### src/rtl/advertising_name_filter_assert.svh
// assertion macros shared by the advertising name filter rtl
`ifndef ADVERTISING_NAME_FILTER_ASSERT_SVH
`define ADVERTISING_NAME_FILTER_ASSERT_SVH

// same-cycle implication, checked out of reset
`define ANF_ASSERT_IMP(label, clock, resetn, ante, cons) \
    label: assert property (@(posedge clock) disable iff (!resetn) (ante) |-> (cons)) \
        else $error("anf assertion failed");

// next-cycle implication, checked out of reset
`define ANF_ASSERT_NXT(label, clock, resetn, ante, cons) \
    label: assert property (@(posedge clock) disable iff (!resetn) (ante) |=> (cons)) \
        else $error("anf assertion failed");

`endif

### src/rtl/anf_pkg.sv
// types and constants of the advertising name filter
package anf_pkg;

    localparam int unsigned MAX_NAME_BYTES = 15;

    localparam int unsigned BYTE_W     = 8;
    localparam int unsigned ADDR_W     = 48;
    localparam int unsigned LEN_W      = 4;
    localparam int unsigned CFG_IDX_W  = 2;
    localparam int unsigned CFG_DATA_W = 64;
    localparam int unsigned NAME_LO_W  = 64;
    localparam int unsigned NAME_HI_W  = 56;
    localparam int unsigned NAME_SLOTS = 16;

    localparam logic [BYTE_W-1:0] AD_TYPE_SHORT_NAME    = 8'h08;
    localparam logic [BYTE_W-1:0] AD_TYPE_COMPLETE_NAME = 8'h09;

    typedef enum logic [CFG_IDX_W-1:0] {
        CFG_NAME_LOW    = 2'd0,
        CFG_NAME_HIGH   = 2'd1,
        CFG_NAME_LENGTH = 2'd2
    } cfg_idx_t;

    typedef enum logic [2:0] {
        PH_LEN  = 3'd0,
        PH_TYPE = 3'd1,
        PH_SKIP = 3'd2,
        PH_NAME = 3'd3,
        PH_DONE = 3'd4
    } phase_t;

    typedef struct packed {
        logic              name_found;
        logic              name_matches;
        logic [LEN_W-1:0]  captured_length;
        logic [ADDR_W-1:0] matched_address;
    } result_t;

endpackage

### src/rtl/anf_req_if.sv
// request channel carrying one report byte per transfer
interface anf_req_if;
    logic                         valid;
    logic                         ready;
    logic [anf_pkg::BYTE_W-1:0]   report_byte;
    logic                         last_byte;
    logic [anf_pkg::ADDR_W-1:0]   sender_address;

    modport source (output valid, output report_byte, output last_byte,
                    output sender_address, input ready);
    modport sink   (input valid, input report_byte, input last_byte,
                    input sender_address, output ready);
endinterface

### src/rtl/anf_rsp_if.sv
// result channel carrying one filter verdict per report
interface anf_rsp_if;
    logic                         valid;
    logic                         ready;
    logic                         name_found;
    logic                         name_matches;
    logic [anf_pkg::LEN_W-1:0]    captured_length;
    logic [anf_pkg::ADDR_W-1:0]   matched_address;

    modport source (output valid, output name_found, output name_matches,
                    output captured_length, output matched_address, input ready);
    modport sink   (input valid, input name_found, input name_matches,
                    input captured_length, input matched_address, output ready);
endinterface

### src/rtl/anf_cfg_if.sv
// configuration write channel
interface anf_cfg_if;
    logic                             valid;
    logic                             ready;
    logic [anf_pkg::CFG_IDX_W-1:0]    index;
    logic [anf_pkg::CFG_DATA_W-1:0]   data;

    modport source (output valid, output index, output data, input ready);
    modport sink   (input valid, input index, input data, output ready);
endinterface

### src/rtl/advertising_name_filter.sv
// advertising report local name filter, top level
// Takes one advertising report byte per cycle on req, the final (RSSI) byte flagged by
// last_byte, walks the length/type structures and captures the first shortened or
// complete local name (up to MAX_NAME_BYTES bytes). On the last byte one result goes out
// on rsp: name found, prefix match against the configured name, captured length, and
// the sender address when matched. Throughput is one byte per cycle while req.ready is high;
// the parse state updates in the accepting cycle and the verdict goes to the output register,
// or to the skid register behind it while a verdict waits there, so bytes are still taken;
// req.ready drops only when both hold an untaken verdict. Configuration writes are always
// ready and take effect on the next byte.
`include "advertising_name_filter_assert.svh"

module advertising_name_filter (
    input  logic         clk,
    input  logic         rst_n,
    anf_req_if.sink      req,
    anf_rsp_if.source    rsp,
    anf_cfg_if.sink      cfg
);

    // configuration registers
    logic [anf_pkg::NAME_LO_W-1:0] name_low_reg;
    logic [anf_pkg::NAME_HI_W-1:0] name_high_reg;
    logic [anf_pkg::LEN_W-1:0]     name_len_reg;

    // parse state
    anf_pkg::phase_t               phase_reg, phase_next;
    logic [anf_pkg::BYTE_W-1:0]    field_len_reg, field_len_next;
    logic [anf_pkg::BYTE_W-1:0]    left_reg, left_next;
    logic [anf_pkg::LEN_W-1:0]     count_reg, count_next;
    logic                          prefix_eq_reg, prefix_eq_next;
    logic                          found_reg, found_next;

    // output register and skid stage
    anf_pkg::result_t              out_reg, skid_reg;
    logic                          out_valid_reg, skid_valid_reg;
    anf_pkg::result_t              result;

    logic                          req_fire;
    logic                          rsp_fire;
    logic                          push;
    logic                          is_name_type;
    logic [anf_pkg::BYTE_W-1:0]    len_m1;
    logic [anf_pkg::BYTE_W-1:0]    name_n;
    logic [anf_pkg::BYTE_W-1:0]    left_dec;
    logic [anf_pkg::BYTE_W-1:0]    exp_bytes [anf_pkg::NAME_SLOTS];
    logic                          byte_miss;
    logic                          match;

    assign req_fire = req.valid && req.ready;
    assign rsp_fire = out_valid_reg && rsp.ready;
    assign push     = req_fire && req.last_byte;
    assign req.ready = !skid_valid_reg;
    assign cfg.ready = 1'b1;

    // ---------------- configuration writes ----------------
    always_ff @(posedge clk or negedge rst_n)
    begin
        if (!rst_n)
        begin
            name_low_reg  <= '0;
            name_high_reg <= '0;
            name_len_reg  <= '0;
        end
        else if (cfg.valid)
        begin
            unique case (cfg.index)
                anf_pkg::CFG_NAME_LOW:
                    name_low_reg <= cfg.data;
                anf_pkg::CFG_NAME_HIGH:
                    name_high_reg <= cfg.data[anf_pkg::NAME_HI_W-1:0];
                anf_pkg::CFG_NAME_LENGTH:
                    name_len_reg <= cfg.data[anf_pkg::LEN_W-1:0];
                default:
                    ; // unmapped index, write dropped
            endcase
        end
    end

    // expected name as a byte table; the spare top slot reads zero
    always_comb
    begin
        for (int i = 0; i < 8; i++)
            exp_bytes[i] = name_low_reg[i*8 +: 8];
        for (int i = 0; i < 7; i++)
            exp_bytes[8+i] = name_high_reg[i*8 +: 8];
        exp_bytes[anf_pkg::NAME_SLOTS-1] = '0;
    end

    // ---------------- per-byte decode ----------------
    assign is_name_type = (req.report_byte == anf_pkg::AD_TYPE_SHORT_NAME) ||
                          (req.report_byte == anf_pkg::AD_TYPE_COMPLETE_NAME);
    assign len_m1   = field_len_reg - 8'd1;
    // name payload clamped to the capture window
    assign name_n   = (len_m1 > anf_pkg::BYTE_W'(anf_pkg::MAX_NAME_BYTES)) ?
                      anf_pkg::BYTE_W'(anf_pkg::MAX_NAME_BYTES) : len_m1;
    assign left_dec = left_reg - 8'd1;
    // a mismatch only counts inside the expected prefix
    assign byte_miss = (count_reg < name_len_reg) &&
                       (req.report_byte != exp_bytes[count_reg]);

    // next phase
    always_comb
    begin
        phase_next = phase_reg;
        unique case (phase_reg)
            anf_pkg::PH_LEN:
                if (req.last_byte || req.report_byte == '0)
                    phase_next = anf_pkg::PH_DONE;
                else
                    phase_next = anf_pkg::PH_TYPE;
            anf_pkg::PH_TYPE:
                if (req.last_byte)
                    phase_next = anf_pkg::PH_DONE;
                else if (is_name_type)
                    phase_next = (name_n == '0) ? anf_pkg::PH_DONE : anf_pkg::PH_NAME;
                else
                    phase_next = (len_m1 == '0) ? anf_pkg::PH_LEN : anf_pkg::PH_SKIP;
            anf_pkg::PH_SKIP:
                if (left_dec == '0)
                    phase_next = anf_pkg::PH_LEN;
            anf_pkg::PH_NAME:
                if (left_dec == '0)
                    phase_next = anf_pkg::PH_DONE;
            anf_pkg::PH_DONE:
                phase_next = anf_pkg::PH_DONE;
            default:
                phase_next = anf_pkg::PH_DONE;
        endcase
    end

    // next datapath state
    always_comb
    begin
        field_len_next = field_len_reg;
        left_next      = left_reg;
        count_next     = count_reg;
        prefix_eq_next = prefix_eq_reg;
        found_next     = found_reg;
        unique case (phase_reg)
            anf_pkg::PH_LEN:
                if (!(req.last_byte || req.report_byte == '0))
                    field_len_next = req.report_byte;
            anf_pkg::PH_TYPE:
                if (!req.last_byte)
                begin
                    if (is_name_type)
                    begin
                        found_next     = 1'b1;
                        count_next     = '0;
                        prefix_eq_next = 1'b1;
                        left_next      = name_n;
                    end
                    else
                        left_next = len_m1;
                end
            anf_pkg::PH_SKIP:
                left_next = left_dec;
            anf_pkg::PH_NAME:
            begin
                if (byte_miss)
                    prefix_eq_next = 1'b0;
                count_next = count_reg + 4'd1;
                left_next  = left_dec;
            end
            default:
                ;
        endcase
    end

    // verdict from the state this byte leaves behind
    assign match = found_next && prefix_eq_next && (count_next >= name_len_reg);
    assign result.name_found      = found_next;
    assign result.name_matches    = match;
    assign result.captured_length = count_next;
    assign result.matched_address = match ? req.sender_address : '0;

    // parse state update, rearmed after the last byte
    always_ff @(posedge clk or negedge rst_n)
    begin
        if (!rst_n)
        begin
            phase_reg     <= anf_pkg::PH_LEN;
            field_len_reg <= '0;
            left_reg      <= '0;
            count_reg     <= '0;
            prefix_eq_reg <= 1'b1;
            found_reg     <= 1'b0;
        end
        else if (req_fire)
        begin
            if (req.last_byte)
            begin
                phase_reg     <= anf_pkg::PH_LEN;
                field_len_reg <= '0;
                left_reg      <= '0;
                count_reg     <= '0;
                prefix_eq_reg <= 1'b1;
                found_reg     <= 1'b0;
            end
            else
            begin
                phase_reg     <= phase_next;
                field_len_reg <= field_len_next;
                left_reg      <= left_next;
                count_reg     <= count_next;
                prefix_eq_reg <= prefix_eq_next;
                found_reg     <= found_next;
            end
        end
    end

    // ---------------- output register and skid ----------------
    always_ff @(posedge clk or negedge rst_n)
    begin
        if (!rst_n)
        begin
            out_valid_reg  <= 1'b0;
            skid_valid_reg <= 1'b0;
        end
        else if (skid_valid_reg)
        begin
            // req is stalled here, so no new verdict arrives
            if (rsp_fire)
                skid_valid_reg <= 1'b0;
        end
        else if (push)
        begin
            if (out_valid_reg && !rsp.ready)
                skid_valid_reg <= 1'b1;
            else
                out_valid_reg <= 1'b1;
        end
        else if (rsp_fire)
            out_valid_reg <= 1'b0;
    end

    always_ff @(posedge clk)
    begin
        if (skid_valid_reg)
        begin
            if (rsp_fire)
                out_reg <= skid_reg;
        end
        else if (push)
        begin
            if (out_valid_reg && !rsp.ready)
                skid_reg <= result;
            else
                out_reg <= result;
        end
    end

    assign rsp.valid           = out_valid_reg;
    assign rsp.name_found      = out_reg.name_found;
    assign rsp.name_matches    = out_reg.name_matches;
    assign rsp.captured_length = out_reg.captured_length;
    assign rsp.matched_address = out_reg.matched_address;

    // ---------------- checks ----------------
    `ANF_ASSERT_IMP(a_skid_behind_out, clk, rst_n, skid_valid_reg, out_valid_reg)
    `ANF_ASSERT_IMP(a_no_name_no_count, clk, rst_n, !found_reg, count_reg == '0)
    `ANF_ASSERT_IMP(a_name_left_nonzero, clk, rst_n, phase_reg == anf_pkg::PH_NAME, left_reg != '0)
    `ANF_ASSERT_IMP(a_skip_left_nonzero, clk, rst_n, phase_reg == anf_pkg::PH_SKIP, left_reg != '0)
    `ANF_ASSERT_NXT(a_rearm_after_last, clk, rst_n, push, phase_reg == anf_pkg::PH_LEN && !found_reg)

endmodule
### src/flat_wrapper.sv
// flat-port wrapper written by rule: the top's interface ports become plain ports
module advertising_name_filter_flat 
  (clk, rst_n, req_valid, req_report_byte, req_last_byte, req_sender_address, req_ready, rsp_valid, rsp_name_found, rsp_name_matches, rsp_captured_length, rsp_matched_address, rsp_ready, cfg_valid, cfg_index, cfg_data, cfg_ready);
  anf_req_if req_i ();
  anf_rsp_if rsp_i ();
  anf_cfg_if cfg_i ();
  input  logic clk;
  input  logic rst_n;
  input wire logic [$bits(req_i.valid)-1:0] req_valid;
  input wire logic [$bits(req_i.report_byte)-1:0] req_report_byte;
  input wire logic [$bits(req_i.last_byte)-1:0] req_last_byte;
  input wire logic [$bits(req_i.sender_address)-1:0] req_sender_address;
  output wire logic [$bits(req_i.ready)-1:0] req_ready;
  output wire logic [$bits(rsp_i.valid)-1:0] rsp_valid;
  output wire logic [$bits(rsp_i.name_found)-1:0] rsp_name_found;
  output wire logic [$bits(rsp_i.name_matches)-1:0] rsp_name_matches;
  output wire logic [$bits(rsp_i.captured_length)-1:0] rsp_captured_length;
  output wire logic [$bits(rsp_i.matched_address)-1:0] rsp_matched_address;
  input wire logic [$bits(rsp_i.ready)-1:0] rsp_ready;
  input wire logic [$bits(cfg_i.valid)-1:0] cfg_valid;
  input wire logic [$bits(cfg_i.index)-1:0] cfg_index;
  input wire logic [$bits(cfg_i.data)-1:0] cfg_data;
  output wire logic [$bits(cfg_i.ready)-1:0] cfg_ready;
  assign req_i.valid = req_valid;
  assign req_i.report_byte = req_report_byte;
  assign req_i.last_byte = req_last_byte;
  assign req_i.sender_address = req_sender_address;
  assign req_ready = req_i.ready;
  assign rsp_valid = rsp_i.valid;
  assign rsp_name_found = rsp_i.name_found;
  assign rsp_name_matches = rsp_i.name_matches;
  assign rsp_captured_length = rsp_i.captured_length;
  assign rsp_matched_address = rsp_i.matched_address;
  assign rsp_i.ready = rsp_ready;
  assign cfg_i.valid = cfg_valid;
  assign cfg_i.index = cfg_index;
  assign cfg_i.data = cfg_data;
  assign cfg_ready = cfg_i.ready;
  advertising_name_filter u_core (.clk(clk), .rst_n(rst_n), .req(req_i), .rsp(rsp_i), .cfg(cfg_i));
endmodule
### config.mk
export PLATFORM = sky130hd
export DESIGN_NAME = advertising_name_filter_flat
export DESIGN_NICKNAME = d
export VERILOG_FILES = /design/src/rtl/anf_pkg.sv /design/src/rtl/anf_req_if.sv /design/src/rtl/anf_rsp_if.sv /design/src/rtl/anf_cfg_if.sv /design/src/rtl/advertising_name_filter.sv /design/src/flat_wrapper.sv
export VERILOG_INCLUDE_DIRS = /design/src /design/src/rtl
export SDC_FILE = /design/constraint.sdc
export NUM_CORES = 1
export LEC_CHECK = 0
export ABC_CLOCK_PERIOD_IN_PS = 5450
export BUFFER_PORTS_ARGS = -buffer_cell sky130_fd_sc_hd__clkbuf_2
export CORE_ASPECT_RATIO = 1.1
export CORE_MARGIN = 4
export CORE_UTILIZATION = 45
export CTS_CLUSTER_SIZE = 25
export DETAILED_ROUTE_END_ITERATION = 7
export GPL_TIMING_DRIVEN = 0
export PLACE_DENSITY = 0.67
export SLEW_MARGIN = 20
export SYNTH_ARGS = -nofsm -noshare
export SYNTH_HDL_FRONTEND = slang
export SYNTH_SLANG_ARGS = --single-unit
export TNS_END_PERCENT = 10
### constraint.sdc
create_clock -name clk -period 5.45 [get_ports clk]
set_input_delay 1.09 -clock clk [delete_from_list [all_inputs] [get_ports clk]]
set_output_delay 1.09 -clock clk [all_outputs]
set_load 0.05 [all_outputs]
==> results.md, run 1 <==
* Yosys reg bits at 259
* Total track usage at 20.18%
* Top FF cell, synth: dfrtp_1
* Max reg flops at 64
* # port buffers at 183
* Fin. max-slew vios at 0
* Crit end category: register
* Outcome: finished, final reports clean
* Post-Route Utilization at 55.39%
* Clk Latency, worst-skew pair at 530 ps
* Sequential cell area at 0.007023 mm²
* Final-layout fill cell count at 2181
* Met3 usage at 3.282%
* Avg Cell Area, Syn at 13.28 µm²
* Rel. slew slack at 38.73%
* Vias in the first global route at 8286
* I/O pin count at 185
* Post-CTS setup buffers at 0
* Initial antenna violation count at 0
* Max-Cap Viols at 0
* N_diodes at 0
* Avg WL per Cell at 20.01 µm
* Worst reg2reg startpoint: u_core.count_reg[0]$_DFFE_PN0P_
* Layout cell share with drive strength beyond 1 at 36.04%
* Multi-input gate area at 0.004513 mm²
* Gpl congestion at 0.8265
* Yosys warning count at 0
* Number of synthesized flops with an enable pin at 108
* Post-route ant nets at 0
* CP Max Fanout at 10
* Skew final at 14.02 ps
* Global-route wire length before repair at 45.80 mm
* Initial DRT Pass Iterations at 5
* Drt total wl at 29.58 mm
* CTS tree: built
* Clock root cell: clkbuf_16
* Final hold violations at 0
* Worst EP required at 5730 ps
* Max Buffers Root-to-Sink at 3
* Crit Path Class: primary input to register
* Met2 Track Usage GR at 36.21%
* Dpl ws at 523.8 ps
* RSZ-0062 raised after global routing: no
* Pwr dens at 405.6 mW/mm²
* Total CTS buffers at 27
* Final #Nets at 1253
* Via density at 5.415
* Initial DRC count at 407
* Clock Pin Slew Worst Setup and Hold Paths at 60 ps
* Area after DPL at 0.01333 mm²
* Final instance area at 0.01416 mm²
* VDD IR max at 270.2 µV
* Max Freq at 0.2257 GHz
* Seq/Total Area, Yosys at 59.37%
* Synthesis-to-layout area growth at 19.72%
* CP startpoint: req_report_byte[2]
* Hold_sp: u_core.name_low_reg[52]$_DFFE_PN0P_
* Clk sinks at 259
* CTS H-tree lvls at 1
* HP Class: register to register
* Worst slew pin tran at 912.0 ps
* Vias at 8003
* Final setup fails at 0
* CTS resizes at 0
* Tcrit/Tclk final at 81.30%
* Flop-to-flop setup slack at 1640 ps
* Post-Syn Instances at 891
* Startpoint types: primary input
* Die Ht at 178.0 µm
* HPWL Detailed at 21.53 mm
* DIE AREA at 0.02895 mm²
* Chip width at 162.6 µm
* P_leak at 6.008 nW
* Async S/R FF share, synth at 58.30%
* Fin worst setup slack at 1019 ps
* Starting Density at 46.26%
* GRT busiest layer: met2
* Largest net degree at the start of global routing at 85
* Core area at 0.02557 mm²
* Final Hold Slack at 503.2 ps
* Syn Std Cell Area at 0.01183 mm²
* Total congestion overflow at 0
* Min cycle time layout at 4431 ps
* CP Data Arrival Time at 4710 ps
* DRC viols at 0
* GR Util met1 at 25.18%
* Syn_nets at 1032
* Synth cell types at 54
* Row count at 61
* Post-CTS Hold Fix Bufs at 0
-- power breakdown --
| group | internal (mW) | total [mW] | switching, mW |
|---|---|---|---|
| Combinational | 0.576 | 1.43 | 0.852 |
| Sequential | 2.38 | 2.57 | 0.190 |
| Clock | 0.992 | 1.74 | 0.752 |
-- stage by stage --
step	setup TNS [ps]	total power [mW]	instances
finish	0	5.744	1478
global route	0	6.032	1478
CTS	0	5.792	1478
detailed placement	0	4.035	1429
global placement	-42770	3.987	1420
floorplan	0	3.612	891
-- cell families after synthesis --
group | after synthesis | synth area share [%]
fa+ha+maj | 13 | 1.375
buf+inv | 68 | 2.613
other cells | 1 | 0.03170
xor+xnor | 21 | 1.555
mux | 181 | 18.26
simple gates | 205 | 7.679
flops | 259 | 59.37
compound gates | 143 | 9.118
-- worst max-delay path, stage by stage --
cell and delay, ps:
clkbuf_2 180, nor4_1 380, nand3_1 320, nor2_1 180, o21ai_0 170, nand2_1 110
o21ai_0 190, inv_1 110, ha_1 220, nand2b_1 140, a21o_1 170, a21o_1 170
a21oi_1 150, a21oi_1 140, and3_1 240, a41o_2 280, buf_6 160, buf_6 140
a22o_1 180
-- worst paths after layout --
| kind | to | cells after the start |
|---|---|---|
| max | u_core.rsp.matched_address[30]$_DFFE_PP_ | 19 |
| min | u_core.name_low_reg[52]$_DFFE_PN0P_ | 1 |
| max reg2reg | u_core.rsp.matched_address[30]$_DFFE_PP_ | 16 |
| min reg2reg | u_core.name_low_reg[52]$_DFFE_PN0P_ | 1 |
| max in group asynchronous | u_core.name_high_reg[55]$_DFFE_PN0P_ | 2 |
| min in group asynchronous | u_core.name_low_reg[7]$_DFFE_PN0P_ | 1 |
-- cells in the final DEF, fill, tap and decap left out, types with 9 or more instances in the layout --
cell type  netlist  routed
clkbuf_2         0     182
dfrtp_1        150     150
mux2_2         138     138
edfxtp_1       108     108
nand2_1         78      78
nor2_1          72      72
a22o_1          64      64
clkbuf_1        33      41
mux2i_1         29      29
clkbuf_16        0      27
o21ai_0         18      18
inv_1           16      16
a21oi_1         15      15
mux4_2          14      14
ha_1            13      13
xnor2_1         12      12
nand2b_1        11      11
buf_2           10      10
buf_6            4      10
nor3_1           9       9
a21o_1           9       9
o22ai_1          9       9
xor2_1           9       9
-- area by class of cell --
cell class              instances  area share (%)
multi-input cells             564           31.87
repair buffers                192           7.413
clock inverters                12          0.7068
clock buffers                  37           5.178
flip-flops and latches        259           49.59
well taps                     346           3.057
plain buffers                  51           1.732
inverters                      17          0.4506
-- Yosys cell counts, drive strengths merged (6+ instances only) --
library cell	n	area (µm²)
inv	17	63.81
nand3b	6	45.04
o21ai	20	100.1
nor2	72	270.3
a221oi	7	61.31
a21o	9	67.56
a21oi	15	75.07
xor2	9	78.83
nor2b	7	43.79
buf	18	121.4
nor3	9	45.04
ha	13	162.7
o22ai	9	56.30
xnor2	12	105.1
mux2i	29	290.3
clkbuf	33	123.9
a22o	64	560.5
mux2	138	1554
mux4	14	315.3
dfrtp	150	3754
nand2	78	292.8
edfxtp	108	3243
nand2b	11	68.82
-- metal layers --
| metal | routed length, µm | vias up |
|---|---|---|
| met1 | 12110 | 4011 |
| met4 | 818 | 0 |
| met3 | 1397 | 50 |
| met5 | 0 | - |
| met2 | 15260 | 211 |
| li1 | - | 3731 |
(Power assumes the default switching activity.)
==> run 2: changes to the inputs <==
- ABC_CLOCK_PERIOD_IN_PS: 5450 -> 4500
- PLACE_DENSITY: 0.67 -> 0.65
- clock period: 5.45 -> 4.5 ns (I/O delays scaled with it)
==> run 2 against run 1 <==
Against the previous run:
- global-route usage is 0.17 points lower
- sequential power increased by 21%
- via count down 0.32%
- utilization increased by 0.27 points
- sequential share of layout area down 0.24 points
- combinational power is 21% higher
- final cell count increased by 0.14%
- die area stayed put
- worst hold slack worse by 220 ps
- clock power increased by 28%
- sequential cell count is the same
- clock skew fell by 1.9 ps
==> results.md, run 2 (synthesized netlist as in run 1, its figures left out) <==
* HP Class: primary input to async pin (was register to register)
* Total track usage at 20.01% (was 20.18%)
* CTS H-tree lvls at 1 (unchanged)
* Outcome: finished, final reports clean (unchanged)
* Crit end category: register (unchanged)
* Vias in the first global route at 8177 (was 8286)
* CP Data Arrival Time at 4420 ps (was 4710 ps)
* Clk Latency, worst-skew pair at 540 ps (was 530 ps)
* P_leak at 6.036 nW (was 6.008 nW)
* CTS tree: built (unchanged)
* Max Freq at 0.2413 GHz
* CP startpoint: req_report_byte[2] (unchanged)
* Logic pwr share at 24.5% (was 24.8%)
* Switching power at 2.189 mW (was 1.794 mW)
* CP top delay family: compound AO/OA/AOI/OAI gates (unchanged)
* Dpl ws at -327.6 ps (was 523.8 ps)
* Worst r2r path cells at 16 (unchanged)
* Most common cell after layout, fill and taps aside: clkbuf_2 (unchanged)
* Layout cell share with drive strength beyond 1 at 36.10% (was 36.04%)
* Clock power share at 31.5% (was 30.4%)
* Vias at 7977 (was 8003)
* Crit Path Class: primary input to register (unchanged)
* VDD IR max at 298.0 µV (was 270.2 µV)
* Post-CTS setup buffers at 0 (unchanged)
* Chip width at 162.6 µm (unchanged)
* RSZ-0062 raised after global routing: no (unchanged)
* Net Sw Frac at 31.00% (was 31.23%)
* Clk sinks at 259 (unchanged)
* Die Ht at 178.0 µm (unchanged)
* Synthesis-to-layout area growth at 20.30% (was 19.72%)
* Initial DRT Pass Iterations at 5 (unchanged)
* Skew final at 12.17 ps (was 14.02 ps)
* Worst stage delay on the critical path at 350 ps (was 380 ps)
* CP Max Fanout at 10 (unchanged)
* DRC viols at 0 (unchanged)
* # port buffers at 183 (unchanged)
* Worst reg2reg startpoint: u_core.count_reg[0]$_DFFE_PN0P_ (unchanged)
* I/O pin count at 185 (unchanged)
* Reg power frac at 44.0% (was 44.8%)
* Final setup fails at 0 (unchanged)
* Worst EP required at 4780 ps (was 5730 ps)
* Clock root cell: clkbuf_16 (unchanged)
* Global-route wire length before repair at 45.26 mm (was 45.80 mm)
* Most frequent cells in the layout: clkbuf_2 (182), dfrtp_1 (150), mux2_2 (138) (unchanged)
* Tcrit/Tclk final at 92.10%
* Buf/Inv on CP at 4 (unchanged)
* Initial DRC count at 480 (was 407)
* HPWL Detailed at 21.77 mm (was 21.53 mm)
* Max Buffers Root-to-Sink at 3 (unchanged)
* Final hold violations at 0 (unchanged)
* Final instance area at 0.01423 mm² (was 0.01416 mm²)
* Slowest CP cell: nor4_2 (was nor4_1)
* Worst path depth at 19 (unchanged)
* Final Hold Slack at 288.1 ps (was 503.2 ps)
* Final #Nets at 1253 (unchanged)
* Row count at 61 (unchanged)
* Pwr dens at 496.2 mW/mm² (was 405.6 mW/mm²)
* Core area at 0.02557 mm² (unchanged)
* Post-route ant nets at 0 (unchanged)
* Ordered list of cells on the worst path: clkbuf_2 -> nor4_2 -> nand3_2 -> nor2_1 -> o21ai_0 -> nand2_1 -> o21ai_0 -> inv_1 -> ha_1 -> nand2b_1 -> a21o_1 -> a21o_1 -> a21oi_1 -> a21oi_1 -> and3_1 -> a41o_2 -> buf_6 -> buf_6 -> a22o_1 (was clkbuf_2 -> nor4_1 -> nand3_1 -> nor2_1 -> o21ai_0 -> nand2_1 -> o21ai_0 -> inv_1 -> ha_1 -> nand2b_1 -> a21o_1 -> a21o_1 -> a21oi_1 -> a21oi_1 -> and3_1 -> a41o_2 -> buf_6 -> buf_6 -> a22o_1)
* Min cycle time layout at 4145 ps
* Starting Density at 46.26% (unchanged)
* Avg WL per Cell at 19.94 µm (was 20.01 µm)
* Flop-to-flop setup slack at 590 ps (was 1640 ps)
* Gpl congestion at 0.8365 (was 0.8265)
* Fin. max-slew vios at 0 (unchanged)
* Initial antenna violation count at 0 (unchanged)
* DIE AREA at 0.02895 mm² (unchanged)
* Worst flop-to-flop path endpoint: u_core.rsp.matched_address[30]$_DFFE_PP_ (unchanged)
* Fin worst setup slack at 355.3 ps (was 1019 ps)
* Startpoint types: primary input (unchanged)
* Worst slew pin tran at 878.2 ps (was 912.0 ps)
* Total CTS buffers at 27 (unchanged)
* Rel. slew slack at 41.01% (was 38.73%)
* Max-Cap Viols at 0 (unchanged)
* Clock Pin Slew Worst Setup and Hold Paths at 60 ps (about the same)
* Drt total wl at 29.51 mm (was 29.58 mm)
* Pint at 4.872 mW (was 3.950 mW)
* Largest net degree at the start of global routing at 61 (was 85)
* Max reg flops at 64 (unchanged)
* Via density at 5.390 (was 5.415)
* Area after DPL at 0.01334 mm² (was 0.01333 mm²)
* Total congestion overflow at 0 (unchanged)
* Sum Neg Setup Slack at 0 ps (unchanged)
run 2: final cells by class:
cell class / count / area [µm²]
sequential: 259 / 7023
inverter: 17 / 63.81
multi-input combinational: 564 / 4524
clock buffer: 31 / 700.7
buffer: 51 / 245.2
tap: 346 / 432.9
timing repair buffer: 192 / 1062
clock inverter: 19 / 175.2
antenna: 1 / 2.502
fill: 2160 / 11340
run 2: worst max path at each step:
| stage | endpoint | slack [ps] |
|---|---|---|
| after global routing | u_core.rsp.matched_address[30]$_DFFE_PP_ | 50 |
| after detailed placement | u_core.rsp.matched_address[30]$_DFFE_PP_ | -330 |
| after global placement | u_core.rsp.matched_address[13]$_DFFE_PP_ | -1500 |
| after floorplan | u_core.rsp.captured_length[0]$_DFFE_PP_ | -50 |
| after CTS | u_core.rsp.matched_address[30]$_DFFE_PP_ | 220 |
| final | u_core.rsp.matched_address[30]$_DFFE_PP_ | 360 |
run 2: repair_timing:
| action | in CTS | in global routing |
|---|---|---|
| hold buffers | 0 | 0 |
| gates resized for setup | 0 | 2 |
| setup endpoints to repair | 0 | 46 |
run 2: power by group through the flow:
stage | Combinational (mW) | Clock [mW] | Sequential (mW)
floorplan | 0.979 | 0 | 3.40
global placement | 1.67 | 0 | 3.16
detailed placement | 1.73 | 0 | 3.16
CTS | 1.74 | 2.26 | 3.11
global route | 1.89 | 2.37 | 3.15
finish | 1.73 | 2.22 | 3.11
run 2: routing by layer:
metal / global-route usage [%] / wire [µm] / up-vias
li1: - / - / 3735
met1: 25.72 / 12120 / 3952
met2: 35.27 / 14960 / 237
met3: 3.004 / 1585 / 53
met4: 6.012 / 843 / 0
met5: 0 / 0 / -
run 2: per-stage QoR:
stage | std cells | util (%) | total power [mW]
global placement | 1420 | 51.56 | 4.831
floorplan | 891 | - | 4.375
detailed placement | 1429 | 52.18 | 4.888
finish | 1480 | 55.65 | 7.061
global route | 1479 | 55.64 | 7.414
CTS | 1479 | 55.60 | 7.115
